**config.mk**
```make
export PLATFORM = sky130hd
export DESIGN_NAME = unread_counter_table
export DESIGN_NICKNAME = d
export VERILOG_FILES = /design/src/sv/uct_pkg.sv /design/src/sv/uct_ram.sv /design/src/sv/uct_ctrl.sv /design/src/sv/uct_dpath.sv /design/src/sv/unread_counter_table.sv
export SDC_FILE = /design/constraint.sdc
export NUM_CORES = 2
export LEC_CHECK = 0
export BUFFER_PORTS_ARGS = -buffer_cell sky130_fd_sc_hd__buf_2
export CAP_MARGIN = 5
export CORE_MARGIN = 2
export CORE_UTILIZATION = 58
export DETAILED_ROUTE_END_ITERATION = 8
export GPL_ROUTABILITY_DRIVEN = 0
export PLACE_DENSITY = 0.73
export SETUP_SLACK_MARGIN = 0.3
export SYNTH_ARGS = -nofsm -noshare
export SYNTH_HDL_FRONTEND = slang
export SYNTH_SLANG_ARGS = --single-unit
```
**constraint.sdc**
```tcl
create_clock -name clock -period 4.5 [get_ports clock]
set_input_delay 0 -clock clock [delete_from_list [all_inputs] [get_ports clock]]
set_output_delay 0 -clock clock [all_outputs]
set_load 0.05 [all_outputs]
```
**src/sv/uct_pkg.sv**
```systemverilog
// Shared types, codes and default sizes for the unread counter table.
// Used by every module of the block but uct_ram; depends on nothing else.
`default_nettype none

package uct_pkg;

   // Default sizes handed to the top level parameters.
   localparam int CHANNEL_COUNT_DEF = 32;
   localparam int PEER_SLOTS_DEF    = 12;
   localparam int COUNT_BITS_DEF    = 16;

   // Request codes.
   localparam logic [2:0] OP_MARK        = 3'd0;
   localparam logic [2:0] OP_QUERY_PEER  = 3'd1;
   localparam logic [2:0] OP_CLEAR_PEER  = 3'd2;
   localparam logic [2:0] OP_QUERY_CHAN  = 3'd3;
   localparam logic [2:0] OP_CLEAR_CHAN  = 3'd4;
   localparam logic [2:0] OP_RESET_ALL   = 3'd5;

   // Message direction codes.
   localparam logic [1:0] DIR_INCOMING   = 2'd0;
   localparam logic [1:0] DIR_BROADCAST  = 2'd1;

   // Result status codes.
   localparam logic [1:0] ST_COUNTED     = 2'd0;
   localparam logic [1:0] ST_IGNORED     = 2'd1;
   localparam logic [1:0] ST_NOSLOT      = 2'd2;
   localparam logic [1:0] ST_DONE        = 2'd3;

   // Request transaction payload.
   typedef struct packed {
      logic [2:0]        req_type;
      logic [1:0]        direction;
      logic signed [7:0] channel_number;
      logic [31:0]       peer_address;
   } req_type_type;

   // Result transaction payload.
   typedef struct packed {
      logic [15:0] counter_value;
      logic [1:0]  status;
   } rsp_type;

   // Controller states.
   typedef enum logic [1:0] {
      ST_IDLE,
      ST_LOOKUP,
      ST_READ,
      ST_EXEC
   } ctrl_state_type;

   // Commands from the controller to the datapath.
   typedef struct packed {
      logic capture;
      logic lookup;
      logic exec;
   } cmd_type;

endpackage

`default_nettype wire

```
**src/sv/uct_ram.sv**
```systemverilog
// Generic single write port, single read port RAM with registered read data.
// Stand-alone; no package needed.
`default_nettype none

module uct_ram #(
   parameter int WIDTH = 16,
   parameter int DEPTH = 32
) (
   input  wire logic                                   clock,
   input  wire logic                                   wr_en,
   input  wire logic [$clog2(DEPTH > 1 ? DEPTH : 2)-1:0] wr_addr,
   input  wire logic [WIDTH-1:0]                       wr_data,
   input  wire logic [$clog2(DEPTH > 1 ? DEPTH : 2)-1:0] rd_addr,
   output logic [WIDTH-1:0]                            rd_data
);

   logic [WIDTH-1:0] mem_ff [DEPTH];
   logic [WIDTH-1:0] rd_data_ff;

   // Write port and registered read port.
   always_ff @(posedge clock) begin
      if (wr_en) begin
         mem_ff[wr_addr] <= wr_data;
      end
      rd_data_ff <= mem_ff[rd_addr];
   end

   assign rd_data = rd_data_ff;

endmodule

`default_nettype wire

```
**src/sv/uct_ctrl.sv**
```systemverilog
// Controller state machine for the unread counter table.
// Depends on uct_pkg for the state and command types.
`default_nettype none

module uct_ctrl (
   input  wire logic              clock,
   input  wire logic              reset,
   input  wire logic              start,
   output logic                   busy,
   output uct_pkg::cmd_type       cmd
);

   uct_pkg::ctrl_state_type state_ff;
   uct_pkg::ctrl_state_type state_in;

   // Next state: capture, lookup, memory read, then execute and respond.
   always_comb begin
      state_in = state_ff;
      case (state_ff)
         uct_pkg::ST_IDLE: begin
            if (start) begin
               state_in = uct_pkg::ST_LOOKUP;
            end
         end
         uct_pkg::ST_LOOKUP: begin
            state_in = uct_pkg::ST_READ;
         end
         uct_pkg::ST_READ: begin
            state_in = uct_pkg::ST_EXEC;
         end
         uct_pkg::ST_EXEC: begin
            state_in = uct_pkg::ST_IDLE;
         end
         default: begin
            state_in = uct_pkg::ST_IDLE;
         end
      endcase
   end

   // State register.
   always_ff @(posedge clock) begin
      if (reset) begin
         state_ff <= uct_pkg::ST_IDLE;
      end else begin
         state_ff <= state_in;
      end
   end

   // Outputs decoded from the current state.
   always_comb begin
      busy        = 1'b1;
      cmd.capture = 1'b0;
      cmd.lookup  = 1'b0;
      cmd.exec    = 1'b0;
      case (state_ff)
         uct_pkg::ST_IDLE: begin
            busy        = 1'b0;
            cmd.capture = start;
         end
         uct_pkg::ST_LOOKUP: begin
            cmd.lookup = 1'b1;
         end
         uct_pkg::ST_READ: begin
            busy = 1'b1;
         end
         uct_pkg::ST_EXEC: begin
            cmd.exec = 1'b1;
         end
         default: begin
            busy = 1'b1;
         end
      endcase
   end

endmodule

`default_nettype wire

```
**src/sv/uct_dpath.sv**
```systemverilog
// Datapath of the unread counter table: peer key match, counter RAMs and result.
// Depends on uct_pkg and instantiates uct_ram for both counter stores.
`default_nettype none

module uct_dpath #(
   parameter int CHANNEL_COUNT = uct_pkg::CHANNEL_COUNT_DEF,
   parameter int PEER_SLOTS    = uct_pkg::PEER_SLOTS_DEF,
   parameter int COUNT_BITS    = uct_pkg::COUNT_BITS_DEF
) (
   input  wire logic                  clock,
   input  wire logic                  reset,
   input  wire uct_pkg::cmd_type      cmd,
   input  wire uct_pkg::req_type_type req_data,
   output logic                       rsp_strobe,
   output uct_pkg::rsp_type           rsp_data
);

   localparam int CH_AW = $clog2(CHANNEL_COUNT > 1 ? CHANNEL_COUNT : 2);
   localparam int SL_AW = $clog2(PEER_SLOTS > 1 ? PEER_SLOTS : 2);

   // Captured request.
   uct_pkg::req_type_type req_ff;

   // Lookup results.
   logic [SL_AW-1:0]      slot_ff,     slot_in;
   logic                  hit_ff,      hit_in;
   logic                  free_ok_ff,  free_ok_in;
   logic                  direct_ff,   direct_in;
   logic                  chan_ok_ff,  chan_ok_in;
   logic [CH_AW-1:0]      chan_addr_ff, chan_addr_in;

   // Peer keys and channel valid bits.
   logic [31:0]            keys_ff [PEER_SLOTS];
   logic [CHANNEL_COUNT-1:0] chan_valid_ff;

   // Result register.
   logic                  rsp_valid_ff;
   uct_pkg::rsp_type      rsp_data_ff, rsp_data_in;

   // Lookup combinational signals.
   logic [SL_AW-1:0]      match_idx;
   logic                  match_any;
   logic [SL_AW-1:0]      free_idx;
   logic                  free_any;
   logic                  chan_in_range;
   logic                  is_mark;

   // Memory ports.
   logic                  peer_wr_en;
   logic [COUNT_BITS-1:0] peer_wr_data;
   logic [COUNT_BITS-1:0] peer_rd_data;
   logic                  chan_wr_en;
   logic [COUNT_BITS-1:0] chan_wr_data;
   logic [COUNT_BITS-1:0] chan_rd_data;

   // Execute stage values.
   logic [COUNT_BITS-1:0] chan_old;
   logic [COUNT_BITS-1:0] chan_new;
   logic [COUNT_BITS-1:0] peer_new;

   // Capture the request when it is accepted.
   always_ff @(posedge clock) begin
      if (cmd.capture) begin
         req_ff <= req_data;
      end
   end

   // Parallel key compare with lowest-index priority, plus first free slot.
   always_comb begin
      match_idx = '0;
      match_any = 1'b0;
      free_idx  = '0;
      free_any  = 1'b0;
      for (int i = PEER_SLOTS - 1; i >= 0; i--) begin
         if (keys_ff[i] == req_ff.peer_address && req_ff.peer_address != 32'd0) begin
            match_idx = SL_AW'(i);
            match_any = 1'b1;
         end
         if (keys_ff[i] == 32'd0) begin
            free_idx = SL_AW'(i);
            free_any = 1'b1;
         end
      end
   end

   // Request decode for the lookup stage.
   always_comb begin
      is_mark       = (req_ff.req_type == uct_pkg::OP_MARK);
      chan_in_range = ({24'd0, req_ff.channel_number} < 32'(CHANNEL_COUNT));
      direct_in     = is_mark && req_ff.direction == uct_pkg::DIR_INCOMING
                      && req_ff.channel_number[7] && req_ff.peer_address != 32'd0;
      hit_in        = match_any;
      free_ok_in    = free_any;
      slot_in       = match_any ? match_idx : free_idx;
      if (is_mark && req_ff.direction == uct_pkg::DIR_BROADCAST) begin
         chan_addr_in = '0;
         chan_ok_in   = 1'b1;
      end else begin
         chan_addr_in = req_ff.channel_number[CH_AW-1:0];
         if (is_mark) begin
            chan_ok_in = (req_ff.direction == uct_pkg::DIR_INCOMING) && chan_in_range;
         end else begin
            chan_ok_in = chan_in_range;
         end
      end
   end

   // Lookup stage registers.
   always_ff @(posedge clock) begin
      if (cmd.lookup) begin
         slot_ff      <= slot_in;
         hit_ff       <= hit_in;
         free_ok_ff   <= free_ok_in;
         direct_ff    <= direct_in;
         chan_ok_ff   <= chan_ok_in;
         chan_addr_ff <= chan_addr_in;
      end
   end

   // Counter stores.
   uct_ram #(
      .WIDTH (COUNT_BITS),
      .DEPTH (PEER_SLOTS)
   ) u_peer_ram (
      .clock   (clock),
      .wr_en   (peer_wr_en),
      .wr_addr (slot_ff),
      .wr_data (peer_wr_data),
      .rd_addr (slot_ff),
      .rd_data (peer_rd_data)
   );

   uct_ram #(
      .WIDTH (COUNT_BITS),
      .DEPTH (CHANNEL_COUNT)
   ) u_chan_ram (
      .clock   (clock),
      .wr_en   (chan_wr_en),
      .wr_addr (chan_addr_ff),
      .wr_data (chan_wr_data),
      .rd_addr (chan_addr_ff),
      .rd_data (chan_rd_data)
   );

   // Saturating increments; a channel never written since its last clear reads zero.
   always_comb begin
      chan_old = chan_valid_ff[chan_addr_ff] ? chan_rd_data : '0;
      chan_new = (&chan_old) ? chan_old : chan_old + COUNT_BITS'(1);
      peer_new = (&peer_rd_data) ? peer_rd_data : peer_rd_data + COUNT_BITS'(1);
   end

   // Execute stage: memory writes and the result.
   always_comb begin
      peer_wr_en   = 1'b0;
      peer_wr_data = hit_ff ? peer_new : COUNT_BITS'(1);
      chan_wr_en   = 1'b0;
      chan_wr_data = chan_new;
      rsp_data_in.counter_value = 16'd0;
      rsp_data_in.status        = uct_pkg::ST_DONE;
      case (req_ff.req_type)
         uct_pkg::OP_MARK: begin
            if (direct_ff) begin
               if (hit_ff || free_ok_ff) begin
                  peer_wr_en                = cmd.exec;
                  rsp_data_in.counter_value = 16'(peer_wr_data);
                  rsp_data_in.status        = uct_pkg::ST_COUNTED;
               end else begin
                  rsp_data_in.status = uct_pkg::ST_NOSLOT;
               end
            end else if (chan_ok_ff) begin
               chan_wr_en                = cmd.exec;
               rsp_data_in.counter_value = 16'(chan_new);
               rsp_data_in.status        = uct_pkg::ST_COUNTED;
            end else begin
               rsp_data_in.status = uct_pkg::ST_IGNORED;
            end
         end
         uct_pkg::OP_QUERY_PEER: begin
            if (hit_ff) begin
               rsp_data_in.counter_value = 16'(peer_rd_data);
            end
         end
         uct_pkg::OP_QUERY_CHAN: begin
            if (chan_ok_ff) begin
               rsp_data_in.counter_value = 16'(chan_old);
            end
         end
         uct_pkg::OP_CLEAR_PEER,
         uct_pkg::OP_CLEAR_CHAN,
         uct_pkg::OP_RESET_ALL: begin
            rsp_data_in.status = uct_pkg::ST_DONE;
         end
         default: begin
            rsp_data_in.status = uct_pkg::ST_IGNORED;
         end
      endcase
   end

   // Peer keys and channel valid bits, cleared by reset and by reset all.
   always_ff @(posedge clock) begin
      if (reset) begin
         for (int i = 0; i < PEER_SLOTS; i++) begin
            keys_ff[i] <= 32'd0;
         end
         chan_valid_ff <= '0;
      end else if (cmd.exec) begin
         case (req_ff.req_type)
            uct_pkg::OP_MARK: begin
               if (direct_ff && !hit_ff && free_ok_ff) begin
                  keys_ff[slot_ff] <= req_ff.peer_address;
               end
               if (!direct_ff && chan_ok_ff) begin
                  chan_valid_ff[chan_addr_ff] <= 1'b1;
               end
            end
            uct_pkg::OP_CLEAR_PEER: begin
               if (hit_ff) begin
                  keys_ff[slot_ff] <= 32'd0;
               end
            end
            uct_pkg::OP_CLEAR_CHAN: begin
               if (chan_ok_ff) begin
                  chan_valid_ff[chan_addr_ff] <= 1'b0;
               end
            end
            uct_pkg::OP_RESET_ALL: begin
               for (int i = 0; i < PEER_SLOTS; i++) begin
                  keys_ff[i] <= 32'd0;
               end
               chan_valid_ff <= '0;
            end
            default: begin
               chan_valid_ff <= chan_valid_ff;
            end
         endcase
      end
   end

   // Result register: one strobe per transaction.
   always_ff @(posedge clock) begin
      if (reset) begin
         rsp_valid_ff <= 1'b0;
      end else begin
         rsp_valid_ff <= cmd.exec;
      end
   end

   always_ff @(posedge clock) begin
      if (cmd.exec) begin
         rsp_data_ff <= rsp_data_in;
      end
   end

   assign rsp_strobe = rsp_valid_ff;
   assign rsp_data   = rsp_data_ff;

endmodule

`default_nettype wire

```
**src/sv/unread_counter_table.sv**
```systemverilog
// The result strobe rises after the request has passed the lookup, the
// registered read of the counter RAMs and the read-modify-write that follows
// it; busy is high until then, so a new request waits for the last one.
// The receiver cannot stall; each result is shown for exactly one cycle.
// Reset is synchronous and clears peer keys and channel valid bits at once,
// so no clearing pass is needed and a request may start right after reset.
`default_nettype none

module unread_counter_table #(
   parameter int CHANNEL_COUNT = uct_pkg::CHANNEL_COUNT_DEF,
   parameter int PEER_SLOTS    = uct_pkg::PEER_SLOTS_DEF,
   parameter int COUNT_BITS    = uct_pkg::COUNT_BITS_DEF
) (
   input  wire logic                  clock,
   input  wire logic                  reset,
   input  wire logic                  start,
   output logic                       busy,
   input  wire uct_pkg::req_type_type req_data,
   output logic                       rsp_strobe,
   output uct_pkg::rsp_type           rsp_data
);

   uct_pkg::cmd_type cmd;

   // Sequencer.
   uct_ctrl u_ctrl (
      .clock (clock),
      .reset (reset),
      .start (start),
      .busy  (busy),
      .cmd   (cmd)
   );

   // Counter stores and result logic.
   uct_dpath #(
      .CHANNEL_COUNT (CHANNEL_COUNT),
      .PEER_SLOTS    (PEER_SLOTS),
      .COUNT_BITS    (COUNT_BITS)
   ) u_dpath (
      .clock      (clock),
      .reset      (reset),
      .cmd        (cmd),
      .req_data   (req_data),
      .rsp_strobe (rsp_strobe),
      .rsp_data   (rsp_data)
   );

`ifndef SYNTH
   // Every accepted transaction gets its result strobe.
   assert property (@(posedge clock) disable iff (reset)
      (start && !busy) |-> ##4 rsp_strobe)
      else $error("result strobe missing after accepted transaction");

   // The block stays busy for the whole lookup, read and execute sequence.
   assert property (@(posedge clock) disable iff (reset)
      (start && !busy) |=> busy ##1 busy ##1 busy)
      else $error("busy dropped while a transaction was in flight");

   // A result is only given out once the work of its transaction is done.
   assert property (@(posedge clock) disable iff (reset)
      rsp_strobe |-> !busy && $past(busy))
      else $error("result strobe outside the end of a transaction");
`endif

endmodule

`default_nettype wire

```
==> results.json <==
{
  "whs_endpoint": "u_dpath.req_ff[8]",
  "start_kind": "flop",
  "antenna_left": 0,
  "htreeDepth": 3,
  "cts.sinks": 1231,
  "failed_checks": "DRC",
  "syn-num-nets": 3449,
  "cts_buffer_depth": 3,
  "finalPower_mw": 28.84,
  "drt_iter0_markers": 5385,
  "grt.total_usage_pct": 32.55,
  "firstDrtPassIters": 9,
  "synthesis.area_sq_um": 51800,
  "antenna_found_initial": 4,
  "clk_pin_slew_ns": 0.06,
  "critPathMaxFanout": 13,
  "die_h_um": 302.8,
  "ctsRootBufferMaster": "clkbuf_16",
  "path_class": "flop to flop",
  "finalClockSkew_ns": 0.02980,
  "final.min_clock_period_ns": 4.115,
  "yosys.area.top_type": "edfxtp_1",
  "r2r_setup_slack_ns": 0.38,
  "port_buffers": 67,
  "power.density_nw_per_um2": 493.8,
  "path_cells": "nor4_1 -> nand4_1 -> or2_1 -> nand3_1 -> nand4b_1 -> nor3_1 -> nand2_1 -> nand3_1 -> o21ai_1",
  "reg2reg_depth": 9,
  "hold_start": "req_data[8]",
  "drc_errors": 14,
  "cts_tree": "yes",
  "relSlewSlack_pct": 7.123,
  "hold-path-cell-count": 2,
  "final_hold_viol_count": 0,
  "slowest_stage": "nor4_1",
  "synthFlopType": "edfxtp_1",
  "syn_area_per_cell_sq_um": 15.26,
  "globalRouteOverflowTotal": 0,
  "max-cap-violations": 0,
  "fmax_ghz": 0.2430,
  "ys_ff_latch": 1231,
  "core_sq_um": 88510,
  "via_per_inst": 6.733,
  "hp-class": "input port to flop",
  "timing.hold.ws_ns": 0.01553,
  "synth_edf_count": 1164,
  "vias": 32370,
  "yosysTopAreaCellShare_pct": 67.48,
  "cpPeakStageDelay_ns": 0.93,
  "syn_to_final_growth_pct": 12.74,
  "dpl.hpwl_um": 86920,
  "start_util_pct": 58.52,
  "grt_pass1_vias": 31890,
  "wl_per_cell_um": 31.08,
  "drive_gt1_share_pct": 16.58,
  "worstPathArrival_ns": 4.56,
  "numCtsBuffers": 118,
  "dieArea_sq_um": 91720,
  "rows": 109,
  "slew_viol_final": 0,
  "cp.required_ns": 4.95,
  "ir_drop_mv": 0.3601,
  "timing.rr.end": "u_dpath.slot_ff[0]",
  "ys_types": 64,
  "rsz0062_at_grt": "no",
  "cts_resized": 0,
  "synth_common_cells": "edfxtp_1 (1164), nor2_1 (451), xnor2_1 (394)",
  "synthArstFlopShare_pct": 0,
  "endpoint_kind": "flop",
  "synth_sequential_area_ratio_pct": 70.07,
  "nNetsFinal": 3599,
  "die_x_um": 302.8,
  "synthCells": 3394,
  "setup_ws_ns": 0.3846,
  "yosysMostFrequentCell": "edfxtp_1",
  "pin_count": 68,
  "grt_first_pass_wirelength_um": 212900,
  "r2r_start": "u_dpath.req_ff[9]",
  "finalCritPeriodShare_pct": 91.45,
  "clkLatencyLatePin_ns": 0.71,
  "worst_path_most_repeated_cell": "nand3_1",
  "preCtsSetupSlack_ns": 0.5340,
  "power_leakage_nw": 18.39,
  "setup_viol": 0,
  "outcome": "finished with violations",
  "wl_um": 149400,
  "dpl_cell_area_sq_um": 53860,
  "finish.instance_area_sq_um": 58400,
  "netlist_top_cells_area": "edfxtp_1 (67%), mux4_2 (7.7%), xnor2_1 (6.7%)",
  "worst_slew_pin_slew_ns": 1.393,
  "yosys_warnings": 0,
  "grt_max_degree": 93,
  "tns_ns": 0
}
## flip-flops by register name, summed over array words and instances, names as in the netlist
name                        count
u_dpath.u_peer_ram.mem_ff     192
u_dpath.direct_ff               1
u_dpath.rsp_strobe              1
u_dpath.req_ff                 45
u_dpath.chan_addr_ff            5
u_dpath.u_chan_ram.rd_data     16
u_dpath.keys_ff               384
u_dpath.rsp_data               18
u_dpath.free_ok_ff              1
u_dpath.chan_ok_ff              1
u_dpath.hit_ff                  1
u_ctrl.state_ff                 2
u_dpath.u_chan_ram.mem_ff     512
u_dpath.u_peer_ram.rd_data     16
u_dpath.slot_ff                 4
u_dpath.chan_valid_ff          32
## worst max path at each step
stage	start	end	slack, ns	cells past startpoint
global route	u_dpath.chan_addr_ff[4]	u_dpath.u_chan_ram.mem_ff[24][9]	0.31	15
finish	u_dpath.req_ff[9]	u_dpath.slot_ff[0]	0.38	9
CTS	u_dpath.req_ff[9]	u_dpath.slot_ff[0]	0.51	9
detailed placement	u_dpath.req_ff[9]	u_dpath.slot_ff[0]	0.53	9
global placement	u_dpath.chan_addr_ff[4]	u_dpath.rsp_data[3]	0.60	14
floorplan	u_dpath.chan_addr_ff[3]	u_dpath.u_chan_ram.mem_ff[0][9]	0.73	13
## final cells by class
class	count	area, sq um
Antenna cell	1	2.502
Clock buffer	152	3193
Tap cell	1165	1458
Fill cell	5876	30110
Multi-Input combinational cell	1878	14490
Timing Repair Buffer	270	2062
Clock inverter	66	733.2
Sequential cell	1231	36290
Inverter	45	168.9
## metrics by stage
stage | util (%) | cells
after global routing | 65.98 | 4808
after global placement | 60.85 | 4528
final | 65.98 | 4808
after detailed placement | 60.85 | 4528
after floorplan | - | 3394
after CTS | 65.97 | 4807
## metal layers
layer	share of wire, %	routed length [um]	up-vias	global-route usage [%]
met1	36	54120	16050	45.97
met3	16	23490	490	10.29
li1	-	-	13160	-
met5	0.027	41	-	0
met4	4.4	6576	6	12.62
met2	44	65190	2667	47.72
## logic make-up (layout without fill, tap and decap cells)
| family | Yosys count | count (layout) | share of synthesized area (%) |
|---|---|---|---|
| flip-flops | 1231 | 1231 | 70.07 |
| other | 0 | 1 | 0 |
| buffers and inverters | 285 | 533 | 2.208 |
| AO/OA/AOI/OAI | 262 | 262 | 3.167 |
| AND/OR/NAND/NOR | 990 | 990 | 9.138 |
| multiplexers | 213 | 213 | 8.386 |
| adder cells (fa/ha/maj) | 7 | 7 | 0.1691 |
| XOR/XNOR | 406 | 406 | 6.865 |
## worst max-delay path, delay by kind of cell, from the launching register on
| kind | cells | cell delay [ns] |
|---|---|---|
| AO/OA/AOI/OAI | 1 | 0.07 |
| flip-flops | 1 | 0.40 |
| AND/OR/NAND/NOR | 8 | 3.38 |
## cell usage in the layout, fill, tap and decap left out, types with 6 or more instances in the layout
cell type,n
inv_1,45
clkinv_2,18
clkbuf_8,7
dlygate4sd3_1,61
nor3_1,11
o21ai_0,62
clkinvlp_4,9
a22oi_1,68
nor3_2,6
buf_4,138
nor4_1,134
and2_1,11
o21ai_1,10
and3_1,10
mux4_2,176
nor2b_1,9
clkinv_1,17
xnor2_1,393
nor2_1,432
a21oi_1,80
clkbuf_1,25
buf_2,67
xor2_1,11
nor2_2,17
nand3b_1,6
o22ai_1,9
clkbuf_16,120
nand2_1,141
ha_1,7
edfxtp_1,1164
bufinv_16,13
mux2i_1,35
nand3_1,30
dfxtp_1,67
nand4_1,148
## power by group
part / total, mW / leakage, nW / internal [mW] / switching [mW]
clock network: 10.1 / 1.90 / 5.76 / 4.29
logic: 5.14 / 5.48 / 1.70 / 3.44
registers: 13.6 / 11.0 / 13.1 / 0.546
total: 28.8 / 18.4 / 20.6 / 8.28
## timing repair
item | CTS | global route
buffers inserted | 0 | 0
endpoints found under the hold margin | 80 | 0
setup endpoints to repair | 0 | 0
hold buffers | 61 | 0
Note: power is estimated with default switching activity, not from simulation.
